$ cat src/hw/rtl/psfcl_pkg.sv
`default_nettype none

package psfcl_pkg;

  // Register indexes of the configuration port
  typedef enum logic [2:0] {
    REG_CONFIG_LOW   = 3'd0,
    REG_STATUS_POLL  = 3'd1,
    REG_SETTLE       = 3'd2,
    REG_DONE_POLL    = 3'd3,
    REG_RESET_DELAY  = 3'd4,
    REG_RESET_WIDTH  = 3'd5,
    REG_MAX_ATTEMPTS = 3'd6,
    REG_BIT_ORDER    = 3'd7
  } cfg_reg_t;

  localparam int unsigned CFG_IDX_W  = 3;
  localparam int unsigned CFG_DATA_W = 20;
  localparam int unsigned TIMER_W    = 20;
  localparam int unsigned IN_DATA_W  = 16;
  localparam int unsigned OUT_DATA_W = 16;

  // Pulses per CONF_DONE burst
  localparam logic [3:0] BURST_DONE_HIGH = 4'd2;
  localparam logic [3:0] BURST_DONE_LOW  = 4'd10;
  localparam logic [3:0] BITS_PER_BYTE   = 4'd8;

  // Reset values of the registers
  localparam logic [15:0] RST_CONFIG_LOW   = 16'd2;
  localparam logic [15:0] RST_STATUS_POLL  = 16'd65535;
  localparam logic [15:0] RST_SETTLE       = 16'd30;
  localparam logic [15:0] RST_DONE_POLL    = 16'd65535;
  localparam logic [15:0] RST_RESET_DELAY  = 16'd710;
  localparam logic [19:0] RST_RESET_WIDTH  = 20'd20000;
  localparam logic [7:0]  RST_MAX_ATTEMPTS = 8'd5;

  typedef enum logic [3:0] {
    PH_IDLE    = 4'd0,
    PH_CFG_LOW = 4'd1,
    PH_WAIT_ST = 4'd2,
    PH_SETTLE  = 4'd3,
    PH_LOAD    = 4'd4,
    PH_SHIFT   = 4'd5,
    PH_PULSE   = 4'd6,
    PH_RST_DLY = 4'd7,
    PH_RST_LOW = 4'd8,
    PH_DONE    = 4'd9,
    PH_FAILED  = 4'd10
  } phase_t;

  typedef struct packed {
    logic [15:0] config_low_ticks;
    logic [15:0] status_poll_limit;
    logic [15:0] settle_ticks;
    logic [15:0] done_poll_limit;
    logic [15:0] reset_delay_ticks;
    logic [19:0] reset_width_ticks;
    logic [7:0]  max_attempts;
    logic        high_bit_first;
  } cfg_t;

  typedef struct packed {
    logic       start_request;
    logic       nstatus_level;
    logic       done_level;
    logic       byte_valid;
    logic [7:0] byte_value;
    logic       byte_last;
  } item_t;

  typedef struct packed {
    logic failed;
    logic done_res;
    logic busy_res;
    logic replay_request;
    logic byte_taken;
    logic user_reset_level;
    logic nconfig_level;
    logic data_level;
    logic dclk_level;
  } result_t;

  localparam int unsigned RESULT_W = $bits(result_t);

  // Zero counts behave as one
  function automatic logic [15:0] at_least_one16(input logic [15:0] v);
    return (v == 16'd0) ? 16'd1 : v;
  endfunction

  function automatic logic [19:0] at_least_one20(input logic [19:0] v);
    return (v == 20'd0) ? 20'd1 : v;
  endfunction

  function automatic logic [7:0] at_least_one8(input logic [7:0] v);
    return (v == 8'd0) ? 8'd1 : v;
  endfunction

endpackage

`default_nettype wire

$ cat src/hw/rtl/passive_serial_fpga_config_loader.sv
// Passive-serial configuration master, advanced one tick per input word.
//
// Slave stream: one word per time-base tick carrying the sampled nSTATUS
// and CONF_DONE pins, a start request and an offered bitstream byte (tuser
// flags the byte as offered, tlast marks the final byte). Master stream: one
// word per tick with the pin levels to drive, byte taken, replay request and
// run status. Every input word gives exactly one output word.
//
// Throughput is one word per cycle while the receiver takes words: the
// sequencer step is a single pass of logic between the input register and
// the output register. The output word is registered in the output register
// when its input word steps out of the input register.
//
// When the receiver stalls, the output word holds, the input register fills
// and s_tready drops; the sequencer only advances when a word moves into the
// output register, so no tick is lost or repeated.
//
// Reset (rst, synchronous) empties both registers, returns the sequencer to
// idle with nCONFIG and user reset high, and loads the default register set.
// The user must write registers through cfg_we/cfg_index/cfg_data only while idle; the block does not enforce this.
`default_nettype none

module passive_serial_fpga_config_loader (
  input  wire logic                             clk,
  input  wire logic                             rst,
  // start_request, nstatus_level, done_level, byte_value[7:0], zero fill
  input  wire logic [psfcl_pkg::IN_DATA_W-1:0]   s_tdata,
  // byte_valid
  input  wire logic                             s_tuser,
  input  wire logic                             s_tlast,
  input  wire logic                             s_tvalid,
  output logic                                  s_tready,
  // dclk_level, data_level, nconfig_level, user_reset_level, byte_taken,
  // replay_request, busy_res, done_res, failed, zero fill
  output logic [psfcl_pkg::OUT_DATA_W-1:0]      m_tdata,
  output logic                                  m_tvalid,
  input  wire logic                             m_tready,
  input  wire logic                             cfg_we,
  input  wire logic [psfcl_pkg::CFG_IDX_W-1:0]   cfg_index,
  input  wire logic [psfcl_pkg::CFG_DATA_W-1:0]  cfg_data
);
  import psfcl_pkg::*;

  cfg_t    cfg;
  item_t   in_item;
  logic    in_valid;
  logic    step;
  result_t result;

  // Move a word into the output register when it is free or being taken
  assign step     = in_valid && (!m_tvalid || m_tready);
  assign s_tready = !in_valid || step;

  psfcl_cfg u_cfg (
    .clk       (clk),
    .rst       (rst),
    .cfg_we    (cfg_we),
    .cfg_index (cfg_index),
    .cfg_data  (cfg_data),
    .cfg       (cfg)
  );

  // Input register
  always_ff @(posedge clk) begin
    if (rst) begin
      in_valid <= 1'b0;
    end else if (s_tready) begin
      in_valid <= s_tvalid;
    end
  end

  always_ff @(posedge clk) begin
    if (s_tready && s_tvalid) begin
      in_item.start_request <= s_tdata[0];
      in_item.nstatus_level <= s_tdata[1];
      in_item.done_level    <= s_tdata[2];
      in_item.byte_value    <= s_tdata[10:3];
      in_item.byte_valid    <= s_tuser;
      in_item.byte_last     <= s_tlast;
    end
  end

  psfcl_core u_core (
    .clk    (clk),
    .rst    (rst),
    .step   (step),
    .item   (in_item),
    .cfg    (cfg),
    .result (result)
  );

  // Output register
  always_ff @(posedge clk) begin
    if (rst) begin
      m_tvalid <= 1'b0;
    end else if (step) begin
      m_tvalid <= 1'b1;
    end else if (m_tready) begin
      m_tvalid <= 1'b0;
    end
  end

  always_ff @(posedge clk) begin
    if (step) begin
      m_tdata <= OUT_DATA_W'(result);
    end
  end

  // A retry only starts inside a run
  a_replay_busy: assert property (@(posedge clk) disable iff (rst)
    m_tvalid && m_tdata[5] |-> m_tdata[6])
    else $error("replay request outside a run");

  // A byte is only taken while nCONFIG is released inside a run
  a_taken_busy: assert property (@(posedge clk) disable iff (rst)
    m_tvalid && m_tdata[4] |-> m_tdata[6] && m_tdata[2])
    else $error("byte taken outside the shift phase");

  // Done and failed exclude each other and exclude busy
  a_status_excl: assert property (@(posedge clk) disable iff (rst)
    m_tvalid |-> $countones(m_tdata[8:6]) <= 1)
    else $error("conflicting run status");

  // nCONFIG is only pulled low during a run
  a_ncfg_busy: assert property (@(posedge clk) disable iff (rst)
    m_tvalid && !m_tdata[2] |-> m_tdata[6])
    else $error("nCONFIG low while idle");

  // A word that steps out of the input register is always valid in the output register the cycle after
  a_no_loss: assert property (@(posedge clk) disable iff (rst)
    step |=> m_tvalid)
    else $error("word lost between stages");

endmodule

`default_nettype wire

$ cat src/hw/rtl/psfcl_cfg.sv
`default_nettype none

module psfcl_cfg (
  input  wire logic                            clk,
  input  wire logic                            rst,
  input  wire logic                            cfg_we,
  input  wire logic [psfcl_pkg::CFG_IDX_W-1:0]  cfg_index,
  input  wire logic [psfcl_pkg::CFG_DATA_W-1:0] cfg_data,
  output psfcl_pkg::cfg_t                      cfg
);
  import psfcl_pkg::*;

  cfg_t cfg_regs;

  assign cfg = cfg_regs;

  // Write the addressed register
  always_ff @(posedge clk) begin
    if (rst) begin
      cfg_regs.config_low_ticks  <= RST_CONFIG_LOW;
      cfg_regs.status_poll_limit <= RST_STATUS_POLL;
      cfg_regs.settle_ticks      <= RST_SETTLE;
      cfg_regs.done_poll_limit   <= RST_DONE_POLL;
      cfg_regs.reset_delay_ticks <= RST_RESET_DELAY;
      cfg_regs.reset_width_ticks <= RST_RESET_WIDTH;
      cfg_regs.max_attempts      <= RST_MAX_ATTEMPTS;
      cfg_regs.high_bit_first    <= 1'b0;
    end else if (cfg_we) begin
      unique case (cfg_reg_t'(cfg_index))
        REG_CONFIG_LOW:   cfg_regs.config_low_ticks  <= cfg_data[15:0];
        REG_STATUS_POLL:  cfg_regs.status_poll_limit <= cfg_data[15:0];
        REG_SETTLE:       cfg_regs.settle_ticks      <= cfg_data[15:0];
        REG_DONE_POLL:    cfg_regs.done_poll_limit   <= cfg_data[15:0];
        REG_RESET_DELAY:  cfg_regs.reset_delay_ticks <= cfg_data[15:0];
        REG_RESET_WIDTH:  cfg_regs.reset_width_ticks <= cfg_data[19:0];
        REG_MAX_ATTEMPTS: cfg_regs.max_attempts      <= cfg_data[7:0];
        REG_BIT_ORDER:    cfg_regs.high_bit_first    <= cfg_data[0];
        default: ;
      endcase
    end
  end

endmodule

`default_nettype wire

$ cat src/hw/rtl/psfcl_core.sv
`default_nettype none

module psfcl_core (
  input  wire logic           clk,
  input  wire logic           rst,
  input  wire logic           step,
  input  psfcl_pkg::item_t    item,
  input  psfcl_pkg::cfg_t     cfg,
  output psfcl_pkg::result_t  result
);
  import psfcl_pkg::*;

  phase_t               phase, phase_next;
  logic [7:0]           attempts_left, attempts_left_next;
  logic [TIMER_W-1:0]   tick_timer, tick_timer_next;
  logic [15:0]          poll_count, poll_count_next;
  logic [7:0]           shift_byte, shift_byte_next;
  logic [3:0]           bit_count, bit_count_next;
  logic                 half_clock, half_clock_next;
  logic [3:0]           pulse_count, pulse_count_next;
  logic                 last_seen, last_seen_next;
  logic                 pin_dclk, pin_dclk_next;
  logic                 pin_data, pin_data_next;
  logic                 pin_ncfg, pin_ncfg_next;
  logic                 pin_urst, pin_urst_next;

  logic                 taken;
  logic                 replay;
  logic                 fail_hit;
  logic                 start_hit;
  logic                 put_hit;
  logic [7:0]           put_src;
  logic [15:0]          poll_inc;
  logic [3:0]           bit_inc;
  logic [3:0]           pulse_dec;
  logic [TIMER_W-1:0]   timer_dec;

  assign poll_inc  = poll_count + 16'd1;
  assign bit_inc   = bit_count + 4'd1;
  assign pulse_dec = pulse_count - 4'd1;
  assign timer_dec = tick_timer - TIMER_W'(1);

  // Advance the sequencer by one tick
  always_comb begin
    phase_next         = phase;
    attempts_left_next = attempts_left;
    tick_timer_next    = tick_timer;
    poll_count_next    = poll_count;
    shift_byte_next    = shift_byte;
    bit_count_next     = bit_count;
    half_clock_next    = half_clock;
    pulse_count_next   = pulse_count;
    last_seen_next     = last_seen;
    pin_dclk_next      = pin_dclk;
    pin_data_next      = pin_data;
    pin_ncfg_next      = pin_ncfg;
    pin_urst_next      = pin_urst;
    taken              = 1'b0;
    replay             = 1'b0;
    fail_hit           = 1'b0;
    start_hit          = 1'b0;
    put_hit            = 1'b0;
    put_src            = shift_byte;

    unique case (phase)
      PH_CFG_LOW: begin
        if (tick_timer == '0) begin
          pin_ncfg_next   = 1'b1;
          poll_count_next = 16'd0;
          phase_next      = PH_WAIT_ST;
        end else begin
          tick_timer_next = timer_dec;
        end
      end
      PH_WAIT_ST: begin
        if (item.nstatus_level) begin
          if (cfg.settle_ticks == 16'd0) begin
            phase_next = PH_LOAD;
          end else begin
            tick_timer_next = TIMER_W'(cfg.settle_ticks);
            phase_next      = PH_SETTLE;
          end
        end else begin
          poll_count_next = poll_inc;
          fail_hit        = (poll_inc >= at_least_one16(cfg.status_poll_limit));
        end
      end
      PH_SETTLE: begin
        tick_timer_next = timer_dec;
        if (timer_dec == '0) phase_next = PH_LOAD;
      end
      PH_LOAD: begin
        if (item.byte_valid) begin
          taken          = 1'b1;
          put_hit        = 1'b1;
          put_src        = item.byte_value;
          last_seen_next = item.byte_last;
          bit_count_next = 4'd0;
          phase_next     = PH_SHIFT;
        end
      end
      PH_SHIFT: begin
        if (!half_clock) begin
          pin_dclk_next   = 1'b1;
          half_clock_next = 1'b1;
        end else begin
          bit_count_next = bit_inc;
          if (bit_inc < BITS_PER_BYTE) begin
            put_hit = 1'b1;
          end else if (last_seen) begin
            pin_dclk_next    = 1'b0;
            pin_data_next    = 1'b0;
            half_clock_next  = 1'b0;
            poll_count_next  = 16'd0;
            pulse_count_next = item.done_level ? BURST_DONE_HIGH : BURST_DONE_LOW;
            phase_next       = PH_PULSE;
          end else if (item.byte_valid) begin
            taken          = 1'b1;
            put_hit        = 1'b1;
            put_src        = item.byte_value;
            last_seen_next = item.byte_last;
            bit_count_next = 4'd0;
          end else begin
            pin_dclk_next   = 1'b0;
            half_clock_next = 1'b0;
            phase_next      = PH_LOAD;
          end
        end
      end
      PH_PULSE: begin
        if (!half_clock) begin
          pin_dclk_next   = 1'b1;
          half_clock_next = 1'b1;
        end else begin
          pin_dclk_next    = 1'b0;
          half_clock_next  = 1'b0;
          pulse_count_next = pulse_dec;
          if (pulse_dec == 4'd0) begin
            if (item.done_level) begin
              if (cfg.reset_delay_ticks == 16'd0) begin
                pin_urst_next   = 1'b0;
                tick_timer_next = at_least_one20(cfg.reset_width_ticks) - 20'd1;
                phase_next      = PH_RST_LOW;
              end else begin
                tick_timer_next = TIMER_W'(cfg.reset_delay_ticks);
                phase_next      = PH_RST_DLY;
              end
            end else begin
              poll_count_next = poll_inc;
              if (poll_inc >= at_least_one16(cfg.done_poll_limit)) begin
                fail_hit = 1'b1;
              end else begin
                pulse_count_next = BURST_DONE_LOW;
              end
            end
          end
        end
      end
      PH_RST_DLY: begin
        tick_timer_next = timer_dec;
        if (timer_dec == '0) begin
          pin_urst_next   = 1'b0;
          tick_timer_next = at_least_one20(cfg.reset_width_ticks) - 20'd1;
          phase_next      = PH_RST_LOW;
        end
      end
      PH_RST_LOW: begin
        if (tick_timer == '0) begin
          pin_urst_next = 1'b1;
          phase_next    = PH_DONE;
        end else begin
          tick_timer_next = timer_dec;
        end
      end
      PH_IDLE, PH_DONE, PH_FAILED: begin
        if (item.start_request) begin
          attempts_left_next = at_least_one8(cfg.max_attempts) - 8'd1;
          start_hit          = 1'b1;
        end
      end
      default: begin
        phase_next    = PH_IDLE;
        pin_dclk_next = 1'b0;
        pin_data_next = 1'b0;
        pin_ncfg_next = 1'b1;
        pin_urst_next = 1'b1;
      end
    endcase

    // Drive the next data bit, clock low
    if (put_hit) begin
      pin_data_next   = cfg.high_bit_first ? put_src[7] : put_src[0];
      shift_byte_next = cfg.high_bit_first ? {put_src[6:0], 1'b0} : {1'b0, put_src[7:1]};
      pin_dclk_next   = 1'b0;
      half_clock_next = 1'b0;
    end

    // Retry or give up after a timeout
    if (fail_hit) begin
      if (attempts_left == 8'd0) begin
        pin_dclk_next = 1'b0;
        pin_data_next = 1'b0;
        pin_ncfg_next = 1'b1;
        pin_urst_next = 1'b1;
        phase_next    = PH_FAILED;
      end else begin
        attempts_left_next = attempts_left - 8'd1;
        replay             = 1'b1;
        start_hit          = 1'b1;
      end
    end

    // Open an attempt: pull nCONFIG low
    if (start_hit) begin
      pin_dclk_next   = 1'b0;
      pin_data_next   = 1'b0;
      pin_ncfg_next   = 1'b0;
      pin_urst_next   = 1'b1;
      half_clock_next = 1'b0;
      poll_count_next = 16'd0;
      tick_timer_next = TIMER_W'(at_least_one16(cfg.config_low_ticks) - 16'd1);
      phase_next      = PH_CFG_LOW;
    end
  end

  // Result of this tick, from the updated state
  always_comb begin
    result.dclk_level       = pin_dclk_next;
    result.data_level       = pin_data_next;
    result.nconfig_level    = pin_ncfg_next;
    result.user_reset_level = pin_urst_next;
    result.byte_taken       = taken;
    result.replay_request   = replay;
    result.busy_res         = (phase_next != PH_IDLE) && (phase_next != PH_DONE) &&
                              (phase_next != PH_FAILED);
    result.done_res         = (phase_next == PH_DONE);
    result.failed           = (phase_next == PH_FAILED);
  end

  // Hold state between ticks
  always_ff @(posedge clk) begin
    if (rst) begin
      phase         <= PH_IDLE;
      attempts_left <= 8'd0;
      tick_timer    <= '0;
      poll_count    <= 16'd0;
      shift_byte    <= 8'd0;
      bit_count     <= 4'd0;
      half_clock    <= 1'b0;
      pulse_count   <= 4'd0;
      last_seen     <= 1'b0;
      pin_dclk      <= 1'b0;
      pin_data      <= 1'b0;
      pin_ncfg      <= 1'b1;
      pin_urst      <= 1'b1;
    end else if (step) begin
      phase         <= phase_next;
      attempts_left <= attempts_left_next;
      tick_timer    <= tick_timer_next;
      poll_count    <= poll_count_next;
      shift_byte    <= shift_byte_next;
      bit_count     <= bit_count_next;
      half_clock    <= half_clock_next;
      pulse_count   <= pulse_count_next;
      last_seen     <= last_seen_next;
      pin_dclk      <= pin_dclk_next;
      pin_data      <= pin_data_next;
      pin_ncfg      <= pin_ncfg_next;
      pin_urst      <= pin_urst_next;
    end
  end

endmodule

`default_nettype wire
$ cat config.mk
export PLATFORM = sky130hd
export DESIGN_NAME = passive_serial_fpga_config_loader
export DESIGN_NICKNAME = d
export VERILOG_FILES = /design/src/hw/rtl/psfcl_pkg.sv /design/src/hw/rtl/passive_serial_fpga_config_loader.sv /design/src/hw/rtl/psfcl_cfg.sv /design/src/hw/rtl/psfcl_core.sv
export SDC_FILE = /design/constraint.sdc
export NUM_CORES = 1
export LEC_CHECK = 0
export ABC_AREA = 1
export ABC_CLOCK_PERIOD_IN_PS = 4300
export BUFFER_PORTS_ARGS = -buffer_cell sky130_fd_sc_hd__buf_2
export CAP_MARGIN = 5
export CORE_MARGIN = 5
export CORE_UTILIZATION = 30
export CTS_BUF_LIST = sky130_fd_sc_hd__clkbuf_4 sky130_fd_sc_hd__clkbuf_8
export CTS_CLUSTER_DIAMETER = 50
export DETAILED_ROUTE_END_ITERATION = 12
export PLACE_DENSITY_LB_ADDON = 0.25
export SLEW_MARGIN = 20
export SYNTH_ARGS = -nofsm -noshare
export SYNTH_HDL_FRONTEND = slang
export SYNTH_SLANG_ARGS = --single-unit
$ cat constraint.sdc
create_clock -name clk -period 4.3 [get_ports clk]
set_input_delay 0 -clock clk [delete_from_list [all_inputs] [get_ports clk]]
set_output_delay 0 -clock clk [all_outputs]
set_load 0.01 [all_outputs]
==> results.sh <==
export IMPL_diodes=0
export IMPL_die_h_um=211
export IMPL_whs_ns=0.0525
export IMPL_cpMaxStageDelayCell="dfxtp_1"
export IMPL_muxShareOfSynthArea_pct=0.0931
export IMPL_final_cells=2427
export IMPL_crit_type="flop to flop"
export IMPL_portBuffers=51
export IMPL_ys_seq_area_share_pct=35.4
export IMPL_cp_required_ns=4.76
export IMPL_status="completed"
export IMPL_end_kind="flop"
export IMPL_slew_headroom_pct=41.5
export IMPL_start_util_pct=30.4
export IMPL_hold_viol_final=0
export IMPL_dr_pass1_iters=5
export IMPL_yosys_warnings=0
export IMPL_cts_buffer_depth=3
export IMPL_fp_dieW_um=211
export IMPL_synthXorXnorAreaFrac_pct=3.69
export IMPL_p_per_area_nw_per_um2=352
export IMPL_clockRootBuffer="clkbuf_8"
export IMPL_dp_cells=2315
export IMPL_fmax_ghz=0.254
export IMPL_cts_tree="yes"
export IMPL_yosys_top_cells_area="dfxtp_1 30%, nand2_1 11%, inv_1 7.7%, nor2_1 6.9%, a21oi_1 6.0%"
export IMPL_clock_sinks=203
export IMPL_syn_area_per_cell_um2=6.77
export IMPL_num_nets_final=1964
export IMPL_fp_coreArea_um2=39800
export IMPL_finalCritPeriodShare_pct=91.6
export IMPL_ant_nets=0
export IMPL_clk_latency_ns=0.56
export IMPL_synthSimpleGateAreaFrac_pct=28.9
export IMPL_synth_compound_area_share_pct=16.7
export IMPL_tightest_slew_ns=0.874
export IMPL_setup_ws_ns=0.361
export IMPL_crit_path_start_kind="flop"
export IMPL_cp_max_fo=31
export IMPL_cts_buffers=37
export IMPL_grt_max_degree=76
export IMPL_hold_path_class="primary input to flop"
export IMPL_cpPeakStageDelay_ns=0.36
export IMPL_ys_ff_latch=203
export IMPL_layout_drive_gt1_share_pct=10.8
export IMPL_synthCells=1786
export IMPL_wire_per_inst_um=15.2
export IMPL_maxCapViolCount=0
export IMPL_setup_viol=0
export IMPL_syn_area_um2=12100
export IMPL_synthFlopType="dfxtp_1"
export IMPL_clk_pin_slew_worst_paths_ns=0.06
export IMPL_track_usage_pct=16.1
export IMPL_row_count=73
export IMPL_hpwl_um=27200
export IMPL_grt_pass1_wl_um=58000
export IMPL_power_leakage_nw=6.45
export IMPL_yosysTopAreaCell="dfxtp_1"
export IMPL_num_vias=11600
export IMPL_wirelength_um=36900
export IMPL_dieArea_um2=44400
export IMPL_fin_crit_ns=3.94
export IMPL_synth_top_family_by_area="simple AND/OR/NAND/NOR gates"
export IMPL_nFillCells=4386
export IMPL_grt_pass1_vias=10700
export IMPL_yosys_area_share_adder_pct=4.45
export IMPL_via_per_inst=4.77
export IMPL_drt_iter0_drc=709
export IMPL_synth_edf_count=22
export IMPL_antenna_found_initial=0
export IMPL_finClkSkew_ns=0.0369
export IMPL_pin_count=64
export IMPL_crit_arrival_ns=4.40
export IMPL_area_growth_syn_to_layout_pct=17.4
export IMPL_drcViolationCount=0
export IMPL_async_flop_share_pct=0
export IMPL_dp_worst_setup_slack_ns=-0.0658
export IMPL_synth_top_area_share_pct=30.0
export IMPL_h_tree_depth=2
export IMPL_drv_slew=0
export IMPL_vdd_drop_max_v=0.000195
export IMPL_gp_congestion=0.897
export IMPL_synthDistinctLibCells=52
export IMPL_overflow=0
[stage by stage]
stage          total power (W)    TNS [ns]  instance area, um^2  utilization [%]
2_1_floorplan          0.00279           0                12100                -
3_3_place_gp           0.00307           0                12900             32.3
3_5_place_dp           0.00307      -0.435                12900             32.3
4_1_cts                0.00505           0                14100             35.4
5_1_grt                0.00527  -0.0000293                14200             35.7
6_report               0.00499           0                14200             35.7
[layer usage]
layer | vias up | wire length (um) | GRT usage [%]
li1 | 6004 | - | -
met1 | 5297 | 17200 | 22.1
met2 | 213 | 16800 | 25.9
met3 | 69 | 1520 | 2.21
met4 | 0 | 1300 | 6.08
met5 | - | 0 | 0
[placed cells by master (no fill, tap or decap), types with 6 or more instances in the layout]
master / count
o21ai_0: 126
xnor2_1: 10
inv_2: 12
buf_4: 15
nand4_1: 29
nand2_1: 354
nor2_4: 9
clkbuf_8: 46
nor3_1: 25
dfxtp_1: 180
o21ai_1: 10
nor4_1: 6
a21oi_1: 143
dlygate4sd3_1: 43
nand2_2: 9
conb_1: 7
buf_2: 51
edfxtp_1: 22
nand3_1: 100
ha_1: 43
clkbuf_4: 14
xor2_1: 41
inv_1: 245
nor2_2: 9
o211ai_1: 53
nand3b_1: 11
nor2_1: 216
[cells by family after synthesis]
kind of cell               Yosys count
and+or+nand+nor                    794
AOI/OAI and AO/OA                  362
buffers and inverters              331
DFF                                203
xor gates and xnor gates            51
adders and majority gates           43
other                                1
muxes                                1
[cell usage after synthesis (all sizes together) (8+ instances only)]
library cell	number
dfxtp	181
xor2	41
o211ai	53
nor4	8
nor3	28
o21ai	137
nor2	236
a21oi	147
edfxtp	22
nand4	29
clkbuf	49
ha	43
nand2	370
buf	21
inv	259
nand3b	11
nand3	103
xnor2	10
[state kept, by name, summed over array words and instances (netlist names), 8 cells and up]
signal	flops
u_core.tick_timer	20
u_cfg.cfg	109
u_core.shift_byte	8
m_tdata	9
u_core.poll_count	16
u_core.attempts_left	8
in_item	13
[worst paths after layout]
| path | start | end | slack, ns | cells past startpoint |
|---|---|---|---|---|
| min reg2reg | u_core.shift_byte[0] | u_core.shift_byte[0] | 0.46 | 2 |
| max reg2reg | u_core.poll_count[1] | u_core.poll_count[1] | 0.36 | 25 |
| min | rst | u_core.bit_count[3] | 0.05 | 3 |
| max | u_core.poll_count[1] | u_core.poll_count[1] | 0.36 | 25 |
[where the power goes]
| part | leakage, nW | switching [W] | internal (W) |
|---|---|---|---|
| clock network | 0.406 | 0.000840 | 0.00108 |
| logic | 4.36 | 0.000662 | 0.000344 |
| registers | 1.69 | 0.0000671 | 0.00200 |
[final cells by class]
| cell class | instances | area [um^2] | share of cell area, % |
|---|---|---|---|
| clock inverter | 7 | 37.5 | 0.264 |
| timing repair buffer | 114 | 877 | 6.18 |
| inverter | 261 | 983 | 6.93 |
| sequential | 203 | 4290 | 30.2 |
| clock buffer | 59 | 731 | 5.15 |
| multi-input combinational | 1258 | 6630 | 46.7 |
| tap | 525 | 657 | 4.63 |
[worst max-delay path, delay by kind of cell, from the launching register on]
family	cells	cell delay, ns
AOI/OAI and AO/OA	2	0.31
xor gates and xnor gates	1	0.28
adders and majority gates	1	0.29
buffers and inverters	5	0.55
DFF	1	0.36
and+or+nand+nor	16	2.06
[what timing repair did]
item,CTS,global route
pin swaps,0,6
gates resized for setup,1,23
hold endpoints to repair,124,0
cloned,0,1
setup endpoints to repair,17,42
hold buffers,43,0
setup buffers,0,2
(Power assumes the default switching activity.)
